<file path="src/olve_pkg.sv">
// olve_pkg: types and constants of the ordered value list engine.
// No dependencies; used by every module of the block.
package olve_pkg;

    localparam int CNT_W = 7;
    localparam int POS_W = 6;
    localparam int VAL_W = 32;

    // command codes
    localparam logic [2:0] CMD_APPEND    = 3'd0;
    localparam logic [2:0] CMD_FIND      = 3'd1;
    localparam logic [2:0] CMD_DEL_FIRST = 3'd2;
    localparam logic [2:0] CMD_DEL_ALL   = 3'd3;
    localparam logic [2:0] CMD_CLEAR     = 3'd4;

    // result status codes
    localparam logic [1:0] ST_DONE      = 2'd0;
    localparam logic [1:0] ST_NOT_FOUND = 2'd1;
    localparam logic [1:0] ST_FULL      = 2'd2;

    typedef struct packed {
        logic [2:0]              command;
        logic signed [VAL_W-1:0] item_value;
    } t_item;

    typedef struct packed {
        logic [1:0]       status;
        logic [POS_W-1:0] position;
        logic [CNT_W-1:0] removed_count;
        logic [CNT_W-1:0] length_after;
        logic             last_result;
    } t_result;

    // controller to datapath
    typedef struct packed {
        logic load;
        logic scan_en;
        logic fin;
    } t_ctl;

    // datapath to controller
    typedef struct packed {
        logic scan_done;
    } t_sts;

endpackage

</file>
<file path="src/olve_ctrl.sv">
// olve_ctrl: command sequencer of the list engine.
// Depends on olve_pkg for command codes and the control/status structs.
module olve_ctrl (
    input  logic              i_clk,
    input  logic              i_rst_n,
    input  logic              start,
    input  logic [2:0]        i_command,
    input  olve_pkg::t_sts    i_sts,
    output olve_pkg::t_ctl    o_ctl,
    output logic              busy
);

    typedef enum logic [1:0] {
        S_IDLE,
        S_SCAN,
        S_FIN
    } t_state;

    t_state r_state, n_state;
    logic   r_busy, n_busy;
    logic   w_accept;
    logic   w_scan_cmd;

    assign w_accept   = start && !r_busy;
    assign w_scan_cmd = (i_command == olve_pkg::CMD_FIND) ||
                        (i_command == olve_pkg::CMD_DEL_FIRST) ||
                        (i_command == olve_pkg::CMD_DEL_ALL);

    // next state
    always_comb begin
        n_state = r_state;
        n_busy  = r_busy;
        case (r_state)
            S_IDLE: begin
                if (w_accept) begin
                    n_busy  = 1'b1;
                    n_state = w_scan_cmd ? S_SCAN : S_FIN;
                end
            end
            S_SCAN: begin
                if (i_sts.scan_done) begin
                    n_state = S_FIN;
                end
            end
            S_FIN: begin
                n_busy  = 1'b0;
                n_state = S_IDLE;
            end
            default: begin
                n_busy  = 1'b0;
                n_state = S_IDLE;
            end
        endcase
    end

    // state and registered busy
    always_ff @(posedge i_clk) begin
        if (!i_rst_n) begin
            r_state <= S_IDLE;
            r_busy  <= 1'b0;
        end else begin
            r_state <= n_state;
            r_busy  <= n_busy;
        end
    end

    // datapath commands
    always_comb begin
        o_ctl         = '0;
        o_ctl.load    = w_accept;
        o_ctl.scan_en = (r_state == S_SCAN);
        o_ctl.fin     = (r_state == S_FIN);
    end

    assign busy = r_busy;

endmodule

</file>
<file path="src/olve_dpath.sv">
// olve_dpath: entry store, scan pipeline, compaction and result register.
// Depends on olve_pkg for field types, codes and the control/status structs.
module olve_dpath #(
    parameter int CAPACITY = 64
) (
    input  logic                 i_clk,
    input  logic                 i_rst_n,
    input  olve_pkg::t_item      i_item,
    input  olve_pkg::t_ctl       i_ctl,
    output olve_pkg::t_sts       o_sts,
    output olve_pkg::t_result    o_result,
    output logic                 o_strobe
);

    localparam int AW = (CAPACITY > 1) ? $clog2(CAPACITY) : 1;
    localparam logic [olve_pkg::CNT_W-1:0] CAP_CNT = olve_pkg::CNT_W'(CAPACITY);

    logic [olve_pkg::VAL_W-1:0] mem [CAPACITY];

    // latched command
    logic [2:0]                  r_cmd;
    logic [olve_pkg::VAL_W-1:0]  r_key;
    // list length and scan pointers
    logic [olve_pkg::CNT_W-1:0]  r_cnt, n_cnt;
    logic [olve_pkg::CNT_W-1:0]  r_rd;
    logic [olve_pkg::CNT_W-1:0]  r_wr, n_wr;
    logic [olve_pkg::CNT_W-1:0]  r_removed, n_removed;
    // read stage
    logic [olve_pkg::VAL_W-1:0]  r_q;
    logic                        r_q_vld;
    logic [AW-1:0]               r_q_idx;
    // held find match
    logic                        r_pend_vld, n_pend_vld;
    logic [AW-1:0]               r_pend_pos, n_pend_pos;
    // result register
    olve_pkg::t_result           r_out, n_out;
    logic                        r_out_vld, n_out_vld;

    logic          w_rd_en;
    logic          w_is_find;
    logic          w_is_del;
    logic          w_match;
    logic          w_drop;
    logic          w_full;
    logic          w_we;
    logic [AW-1:0] w_waddr;

    assign w_is_find = (r_cmd == olve_pkg::CMD_FIND);
    assign w_is_del  = (r_cmd == olve_pkg::CMD_DEL_FIRST) ||
                       (r_cmd == olve_pkg::CMD_DEL_ALL);
    assign w_full    = (r_cnt >= CAP_CNT);
    assign w_rd_en   = i_ctl.scan_en && (r_rd < r_cnt);
    assign w_match   = r_q_vld && (r_q == r_key);
    assign w_drop    = w_match && ((r_cmd == olve_pkg::CMD_DEL_ALL) || (r_removed == '0));

    // single write port: kept entries during compaction, or the tail on append
    assign w_we    = (r_q_vld && w_is_del && !w_drop) ||
                     (i_ctl.fin && (r_cmd == olve_pkg::CMD_APPEND) && !w_full);
    assign w_waddr = i_ctl.fin ? r_cnt[AW-1:0] : r_wr[AW-1:0];

    assign o_sts.scan_done = (r_rd >= r_cnt) && !r_q_vld;

    // compare stage and final result
    always_comb begin
        n_cnt      = r_cnt;
        n_wr       = r_wr;
        n_removed  = r_removed;
        n_pend_vld = r_pend_vld;
        n_pend_pos = r_pend_pos;
        n_out      = r_out;
        n_out_vld  = 1'b0;

        if (r_q_vld && w_is_del) begin
            if (w_drop) begin
                n_removed = r_removed + 1'b1;
            end else begin
                n_wr = r_wr + 1'b1;
            end
        end

        // a new match releases the previous one as a non-final result
        if (w_match && w_is_find) begin
            if (r_pend_vld) begin
                n_out_vld           = 1'b1;
                n_out.status        = olve_pkg::ST_DONE;
                n_out.position      = olve_pkg::POS_W'(r_pend_pos);
                n_out.removed_count = '0;
                n_out.length_after  = r_cnt;
                n_out.last_result   = 1'b0;
            end
            n_pend_vld = 1'b1;
            n_pend_pos = r_q_idx;
        end

        if (i_ctl.fin) begin
            n_out_vld           = 1'b1;
            n_out.status        = olve_pkg::ST_DONE;
            n_out.position      = '0;
            n_out.removed_count = '0;
            n_out.length_after  = r_cnt;
            n_out.last_result   = 1'b1;
            case (r_cmd)
                olve_pkg::CMD_APPEND: begin
                    if (w_full) begin
                        n_out.status = olve_pkg::ST_FULL;
                    end else begin
                        n_cnt              = r_cnt + 1'b1;
                        n_out.length_after = r_cnt + 1'b1;
                    end
                end
                olve_pkg::CMD_FIND: begin
                    if (r_pend_vld) begin
                        n_out.position = olve_pkg::POS_W'(r_pend_pos);
                    end else begin
                        n_out.status = olve_pkg::ST_NOT_FOUND;
                    end
                end
                olve_pkg::CMD_DEL_FIRST, olve_pkg::CMD_DEL_ALL: begin
                    n_cnt               = r_wr;
                    n_out.length_after  = r_wr;
                    n_out.removed_count = r_removed;
                    if (r_removed == '0) begin
                        n_out.status = olve_pkg::ST_NOT_FOUND;
                    end
                end
                olve_pkg::CMD_CLEAR: begin
                    n_cnt              = '0;
                    n_out.length_after = '0;
                end
                default: begin
                    n_out.status = olve_pkg::ST_NOT_FOUND;
                end
            endcase
        end
    end

    // entry store: one write, one registered read per cycle
    always_ff @(posedge i_clk) begin
        if (w_we) begin
            mem[w_waddr] <= i_ctl.fin ? r_key : r_q;
        end
        if (w_rd_en) begin
            r_q <= mem[r_rd[AW-1:0]];
        end
    end

    // control and payload registers
    always_ff @(posedge i_clk) begin
        if (!i_rst_n) begin
            r_cnt      <= '0;
            r_q_vld    <= 1'b0;
            r_pend_vld <= 1'b0;
            r_out_vld  <= 1'b0;
            r_rd       <= '0;
            r_wr       <= '0;
            r_removed  <= '0;
        end else begin
            r_cnt     <= n_cnt;
            r_out_vld <= n_out_vld;
            r_out     <= n_out;
            r_q_vld   <= w_rd_en;
            if (w_rd_en) begin
                r_q_idx <= r_rd[AW-1:0];
                r_rd    <= r_rd + 1'b1;
            end
            if (i_ctl.load) begin
                r_cmd      <= i_item.command;
                r_key      <= i_item.item_value;
                r_rd       <= '0;
                r_wr       <= '0;
                r_removed  <= '0;
                r_pend_vld <= 1'b0;
            end else begin
                r_wr       <= n_wr;
                r_removed  <= n_removed;
                r_pend_vld <= n_pend_vld;
                r_pend_pos <= n_pend_pos;
            end
        end
    end

    assign o_result = r_out;
    assign o_strobe = r_out_vld;

endmodule

</file>
<file path="src/ordered_value_list_engine_top.sv">
// ordered_value_list_engine_top: ordered list of signed 32-bit values.
// Depends on olve_pkg, olve_ctrl and olve_dpath.
//
//  channel   ports                 handshake
//  command   i_item                taken when start && !busy
//  result    o_result              one cycle, marked by o_strobe
//
// Append, clear and unknown commands go from idle straight to the finish state.
// Find and delete read one entry per cycle through the store's single read port
// before the finish state, which computes the final result for the result register.
// Earlier find results appear during the scan; every final result comes in the
// first cycle after busy falls. Reset empties the list at once, no clearing pass.
// The receiver cannot stall; each result is shown for exactly one cycle.
module ordered_value_list_engine_top #(
    parameter int CAPACITY = 64
) (
    input  logic                i_clk,
    input  logic                i_rst_n,
    input  logic                start,
    input  olve_pkg::t_item     i_item,
    output logic                busy,
    output olve_pkg::t_result   o_result,
    output logic                o_strobe
);

    olve_pkg::t_ctl w_ctl;
    olve_pkg::t_sts w_sts;

    olve_ctrl u_ctrl (
        .i_clk     (i_clk),
        .i_rst_n   (i_rst_n),
        .start     (start),
        .i_command (i_item.command),
        .i_sts     (w_sts),
        .o_ctl     (w_ctl),
        .busy      (busy)
    );

    olve_dpath #(
        .CAPACITY (CAPACITY)
    ) u_dpath (
        .i_clk    (i_clk),
        .i_rst_n  (i_rst_n),
        .i_item   (i_item),
        .i_ctl    (w_ctl),
        .o_sts    (w_sts),
        .o_result (o_result),
        .o_strobe (o_strobe)
    );

endmodule

</file>
<file path="config.mk">
export PLATFORM = sky130hd
export DESIGN_NAME = ordered_value_list_engine_top
export DESIGN_NICKNAME = d
export VERILOG_FILES = /design/src/olve_pkg.sv /design/src/olve_ctrl.sv /design/src/olve_dpath.sv /design/src/ordered_value_list_engine_top.sv
export SDC_FILE = /design/constraint.sdc
export NUM_CORES = 2
export LEC_CHECK = 0
export BUFFER_PORTS_ARGS = -buffer_cell sky130_fd_sc_hd__buf_2
export CAP_MARGIN = 20
export CORE_ASPECT_RATIO = 1.1
export CORE_MARGIN = 8
export CORE_UTILIZATION = 35
export CTS_CLUSTER_DIAMETER = 80
export DETAILED_ROUTE_END_ITERATION = 16
export GPL_TIMING_DRIVEN = 0
export SYNTH_ARGS = -nofsm -noshare
export SYNTH_HDL_FRONTEND = slang
export SYNTH_SLANG_ARGS = --single-unit
</file>
<file path="constraint.sdc">
create_clock -name i_clk -period 6.98 [get_ports i_clk]
set_input_delay 1.047 -clock i_clk [delete_from_list [all_inputs] [get_ports i_clk]]
set_output_delay 1.047 -clock i_clk [all_outputs]
set_load 0.05 [all_outputs]
</file>
---- Word-level counts from Yosys, hierarchy flattened ----
Memories as Yosys holds them, arrays and structs flattened. A register that Yosys moved wholly into a read port is not among the register bits.
Cells that the tools add are included.
operators by class
  bitwise logic cells ..................... 4
  muxes and demuxes ....................... 25
  order comparisons ....................... 3
  equal/unequal tests ..................... 12
  reductions and logical operators ........ 34
  add/sub/neg operators ................... 4
operators by type and width
  kind                   count
  $mux W23               3
  $eq A32 B32 Y1         1
  $mux W32               1
  $add A7 B1 Y7 const B  4
  $pmux W7 S3            1
  $mux W6                3
  $mux W7                2
  $eq A3 B2 Y1 const B   4
  $reduce_and A2 Y1      6
  $logic_and A1 B1 Y1    10
  $mux W1                8
  $mux W2                4
  $pmux W2 S4            1
  $ge A7 B7 Y1           1
  $ge A7 B7 Y1 const B   1
  $logic_not A7 Y1       1
  $lt A7 B7 Y1           1
  $eq A3 B1 Y1 const B   2
  $reduce_and A3 Y1      2
  $logic_or A1 B1 Y1     5
  $logic_not A1 Y1       4
  $not A1 Y1             4
  $pmux W2 S2            1
  $reduce_bool A2 Y1     2
  other kinds (9)        10
storage, ports and cells
  flip-flop bits (word level) ............. 104
  output and inout bits ................... 25
  input port bits ......................... 38
  logic and storage cells ................. 101
  memories ................................ 1
  memory bits (writable) .................. 2,048
memory list
  memory       depth  width  read ports  clocked after memory_dff  wr ports  line              RTL
  u_dpath.mem  64     32     1           1                         1         olve_dpath.sv:18  logic [olve_pkg::VAL_W-1:0] mem [CAPACITY];

---- Logic depth before layout (Yosys ltp) ----
  word-level depth ........................ 8
  depth in mapped cells ................... 12
  mapped depth without buffers ............ 8

---- By module ----
A second synthesis with hierarchy kept.
second synthesis, totals
  cells, all modules ...................... 3,592
  area total of the unflattened synthesis .. 83,949.3 um^2
by module, submodules not included
  module      instances  sequential area each (um^2)  cells each  area an instance (um^2)
  olve_dpath  1          65,182.5                     3,573       83,787.9
  olve_ctrl   1          60.1                         19          161.4

---- Worst setup path before layout ----
OpenSTA, ideal clock, no wires.
  path type ............................... register -> register
  start ................................... register u_dpath.r_cnt[1] (netlist bit)
  end ..................................... register u_dpath.r_q_idx[0], enable pin
  path buffers ............................ 2
  library setup time ...................... 323 ps
  data arrival time ....................... 4,573 ps
  cell stages (with the launch flop) ...... 10
  slack ................................... 2,084 ps
  period minus slack after synthesis ...... 4,896 ps
  data required time ...................... 6,657 ps
  cells stage by stage .................... dfxtp_1 clkbuf_1 inv_1 clkbuf_1 ha_1 nor2b_1 o21ai_0 a21oi_1 nor3_1 and2_1
between the ends
  word-level cells in the longest chain between the ends .. 3
RTL lines
  item                         line               RTL
  start, declared              olve_dpath.sv:24   logic [olve_pkg::CNT_W-1:0] r_cnt, n_cnt;
  start signal, assigned       olve_dpath.sv:158  r_cnt <= n_cnt;
  $lt A7 B7 Y1                 olve_dpath.sv:52   assign w_rd_en = i_ctl.scan_en && (r_rd < r_cnt);
  $logic_and A1 B1 Y1          olve_dpath.sv:52
  via u_dpath.w_rd_en          olve_dpath.sv:39   logic w_rd_en;
  $reduce_and A2 Y1 (no line)  -
  end signal, assigned         olve_dpath.sv:163  r_q_idx <= r_rd[AW-1:0];
  end, declared                olve_dpath.sv:31   logic [AW-1:0] r_q_idx;
The timed path passes the listed nets, and every way through them passes these cells.
A chain may end at the register's enable or synchronous reset.

---- Worst setup path in the final report ----
  start ................................... register u_dpath.r_key[24] (netlist bit)
  end ..................................... memory u_dpath.mem[17][19] (netlist bit), enable pin
between the ends
  word-level cells in the longest chain between the ends .. 8
RTL lines
  item                    line               RTL
  start, declared         olve_dpath.sv:22   logic [olve_pkg::VAL_W-1:0] r_key;
  start signal, assigned  olve_dpath.sv:168  r_key <= i_item.item_value;
  $eq A32 B32 Y1          olve_dpath.sv:53   assign w_match = r_q_vld && (r_q == r_key);
  $logic_and A1 B1 Y1     olve_dpath.sv:53
  $logic_and A1 B1 Y1     olve_dpath.sv:54   assign w_drop = w_match && ((r_cmd == olve_pkg::CMD_DEL_ALL) || (r_removed == '0));
  $logic_not A1 Y1        olve_dpath.sv:57   assign w_we = (r_q_vld && w_is_del && !w_drop) ||
  $logic_and A1 B1 Y1     olve_dpath.sv:57
  $logic_or A1 B1 Y1      olve_dpath.sv:57
  $mux W1                 olve_dpath.sv:139  if (w_we) begin
  $mux W1                 olve_dpath.sv:140  mem[w_waddr] <= i_ctl.fin ? r_key : r_q;
  end, declared           olve_dpath.sv:18
Every way passes these cells.

==> summary.md <==
| Metric | Value |
|---|---|
| Outcome | `finished, final reports clean` |
| Crit-path max cell delay | `0.72 ns` |
| Design area | `0.101 mm^2` |
| Ordered list of cells on the worst path | `xnor2_1 -> nand2_1 -> nor4b_1 -> buf_2 -> nand4b_1 -> a21oi_2 -> buf_2 -> o32ai_4 -> buf_16 -> buf_16 -> buf_8` |
| Maximum number of pins on one net before global-route repair | `65` |
| Cts-stage hold buffer count | `0` |
| Layout overhead on the synthesized area | `19.7%` |
| H-tree levels | `4` |
| Hold Violations, Final | `0` |
| Max Root-Sink Buffers | `3` |
| Total via count in the routed design | `42500` |
| Fillers | `20200` |
| Area of the multi-input gates | `0.0193 mm^2` |
| Endpoints failing setup | `0` |
| Vias in the first global route | `42700` |
| First-pass DRT Iterations | `6` |
| Wire length per cell | `32.4 um` |
| Startpoint type of the worst setup path | `register` |
| Area share of the leading cell type in the synthesized netlist | `0.765` |
| Synthesized cell area | `0.0844 mm^2` |
| Period utilisation layout | `0.687` |
| Via density | `5.68` |
| Cells resized by post-CTS repair | `0` |
| Initial Utilization | `0.351` |
| Proportion of register bits with asynchronous set or reset after synthesis | `0` |
| Area contributors post-synth | `edfxtp_1, mux4_2, nand2_1` |
| Library cell used as clock root buffer | `clkbuf_16` |
| Number of nets at the end of the flow | `4213` |
| Final Max Slew Viols | `0` |
| Slack of the critical path | `2.19 ns` |
| Number of enable flip-flop cells after synthesis | `2150` |
| Routed wire length | `242000 um` |
| Source-to-sink clock delay at the later pin of the worst-skew pair | `0.87 ns` |
| Clock transition at the registers of the reported paths | `0.06 ns` |
| Die Outline Area | `0.257 mm^2` |
| Starting DRC count in detailed routing | `5869` |
| Arr. time, crit path | `5.40 ns` |
| Antenna Nets Post-Route | `0` |
| Total core area | `0.240 mm^2` |
| Average cell area after synthesis | `22.9 um^2` |
| Total overflow reported by the global router | `0` |
| Buffers inserted during post-CTS setup optimization | `0` |
| Power after layout | `26.2 mW` |
| Top FF cell, synth | `edfxtp_1` |
| Detailed-placement wirelength estimate | `168000 um` |
| Slowest CP cell | `a21oi_2` |
| Synthesis warning total | `0` |
| Total routing resource utilization after global routing | `0.184` |
| Seq cells post-synth | `2184` |
| Top-level I/O count | `63` |
| Reported leakage power | `30.2 nW` |
| Die H | `531 um` |
| Setup repair after global routing missed its margin | `no` |
| Worst vdd rail ir drop | `0.229 mV` |
| Count of max-cap constraint violations | `0` |
| First-pass GRT wire length | `336000 um` |
| Cell type contributing the most total cell area after synthesis | `edfxtp_1` |
| Element type at the critical path end | `register` |
| Clock skew | `0.0417 ns` |
| Core Rows | `189` |
| Crit Path Category | `reg -> reg` |
| Unique cell type count in the Yosys netlist | `49` |
| Upper clock frequency limit | `0.209 GHz` |
| Clock tree from TritonCTS | `yes` |
| TritonCTS Buffers | `215` |
| Share of cells above drive strength 1 | `0.318` |
| Post-detailed-placement cell area | `0.0941 mm^2` |
| Remaining design rule violation count | `0` |
| Worst slew pin tran | `1.23 ns` |
| Last weighted congestion value of the routability-driven placer | `0.882` |
| Sequential cell area fraction in the yosys report | `0.773` |
| Max transition margin | `0.179` |
| Hold Crit Class | `in -> reg` |
| Mapped Cells | `3679` |
| Horizontal extent of the die | `484 um` |
| Power Dens Cells | `259 mW/mm^2` |
| Count of buffers from port buffering | `62` |
| Data required time at the worst endpoint | `7.59 ns` |
| Maximum fanout count along the critical path | `11` |
| Pre-CTS setup slack | `2.07 ns` |
| Number of antenna violations at the first check in global routing | `7` |
| Post-route minimum period | `4.79 ns` |
| Sequential cell area | `0.0652 mm^2` |
| Post-Synthesis Net Count | `3730` |
| Total number of clock tree sinks | `2184` |
[layout make-up]
class                   count  share of cell area
clock buffers             257              0.0554
well taps                3151              0.0390
flip-flops and latches   2184               0.645
repair buffers            266              0.0457
clock inverters           137              0.0127
plain buffers             208             0.00951
multi-input cells        1266               0.191
diodes                      4           0.0000990
inverters                  21            0.000780
[synth_stat cells, types with 5 or more instances]
library cell,n
clkbuf_1,114
o32ai_1,42
buf_1,26
buf_2,44
xnor2_1,30
edfxtp_1,2150
nand3_1,29
or4_1,5
dfxtp_1,34
mux4_2,640
inv_1,21
a22oi_1,51
o22ai_1,20
a31oi_1,12
a41o_1,5
a21oi_1,20
buf_6,8
o31ai_1,9
nor2_1,23
nand2b_1,11
buf_4,16
nor3_1,11
and2_1,19
nand2_1,203
and3_1,17
o21ai_0,12
nor2b_1,13
ha_1,13
nor4_1,12
nand4_1,21
[layout by cell type, fill, tap and decap left out, types with 10 or more instances in the layout]
cell,count
a21oi_1,20
a22oi_1,51
a31oi_1,12
and2_1,19
and3_1,16
buf_1,26
buf_12,48
buf_16,85
buf_2,110
buf_4,16
buf_6,12
buf_8,62
bufinv_16,19
clkbuf_1,149
clkbuf_16,218
clkinv_1,56
clkinv_2,41
dfxtp_1,34
edfxtp_1,2150
ha_1,13
inv_1,21
mux4_2,640
nand2_1,171
nand2_2,27
nand2b_1,11
nand3_1,29
nand4_1,21
nor2_1,23
nor2b_1,13
nor3_1,10
nor4_1,12
o21ai_0,12
o22ai_4,20
o32ai_4,42
xnor2_1,30
[flip-flops by register name (all words and copies together) (netlist names), 2 cells and up]
| register | cells |
|---|---|
| u_dpath.r_pend_pos | 6 |
| u_dpath.r_wr | 7 |
| u_dpath.o_result | 23 |
| u_dpath.r_rd | 7 |
| u_ctrl.r_state | 2 |
| u_dpath.mem | 2048 |
| u_dpath.r_removed | 7 |
| u_dpath.r_key | 32 |
| u_dpath.r_q | 32 |
| u_dpath.r_cnt | 7 |
| u_dpath.r_cmd | 3 |
| u_dpath.r_q_idx | 6 |
[critical path, delay by kind of cell (launching register included)]
kind / cells / cell delay [ns]
AOI/OAI and AO/OA: 2 / 1.03
xor gates and xnor gates: 1 / 0.53
buffers and inverters: 5 / 1.54
DFF: 1 / 0.48
and+or+nand+nor: 3 / 0.92
[power breakdown]
| part | total, mW | internal [mW] | leakage, nW | switching [mW] |
|---|---|---|---|---|
| clock | 11.4 | 6.42 | 3.36 | 4.93 |
| sequential | 14.4 | 14.4 | 19.6 | 0.0187 |
| combinational | 0.375 | 0.0698 | 7.19 | 0.305 |
[path summary, 6_finish.rpt]
kind | slack [ns] | depth (start not counted) | end | start
min | 0.37 | 1 | u_dpath.r_key[29]$_DFFE_PP_ | i_item[29]
min reg2reg | 0.42 | 0 | u_dpath.r_pend_pos[0]$_DFFE_PP_ | u_dpath.r_q_idx[0]$_DFFE_PP_
max | 2.19 | 11 | u_dpath.mem[17][19]$_DFFE_PP_ | u_dpath.r_key[24]$_DFFE_PP_
max reg2reg | 2.19 | 11 | u_dpath.mem[17][19]$_DFFE_PP_ | u_dpath.r_key[24]$_DFFE_PP_
[metrics by stage]
stage,hold WS [ns],cells,TNS [ns],utilization
floorplan,0.400,3679,0,-
global placement,0.406,6892,-2367.86,0.369
detailed placement,0.405,7091,0,0.391
CTS,0.300,7485,0,0.420
global route,0.328,7491,0,0.420
finish,0.367,7494,0,0.420
[layer usage]
metal / GRT usage / up-vias / wire (um)
li1: - / 16800 / -
met4: 0.0919 / 0 / 13800
met5: 0 / - / 0
met2: 0.304 / 2340 / 117000
met1: 0.237 / 22900 / 90900
met3: 0.0318 / 482 / 20200
[cell families after synthesis]
kind of cell / count (synthesis) / share of synthesized area
simple gates: 378 / 0.0211
xor+xnor: 34 / 0.00353
compound gates: 197 / 0.0171
flops: 2184 / 0.773
mux: 644 / 0.171
buf+inv: 229 / 0.0123
fa+ha+maj: 13 / 0.00193
Power figures use the tool's default switching activity.
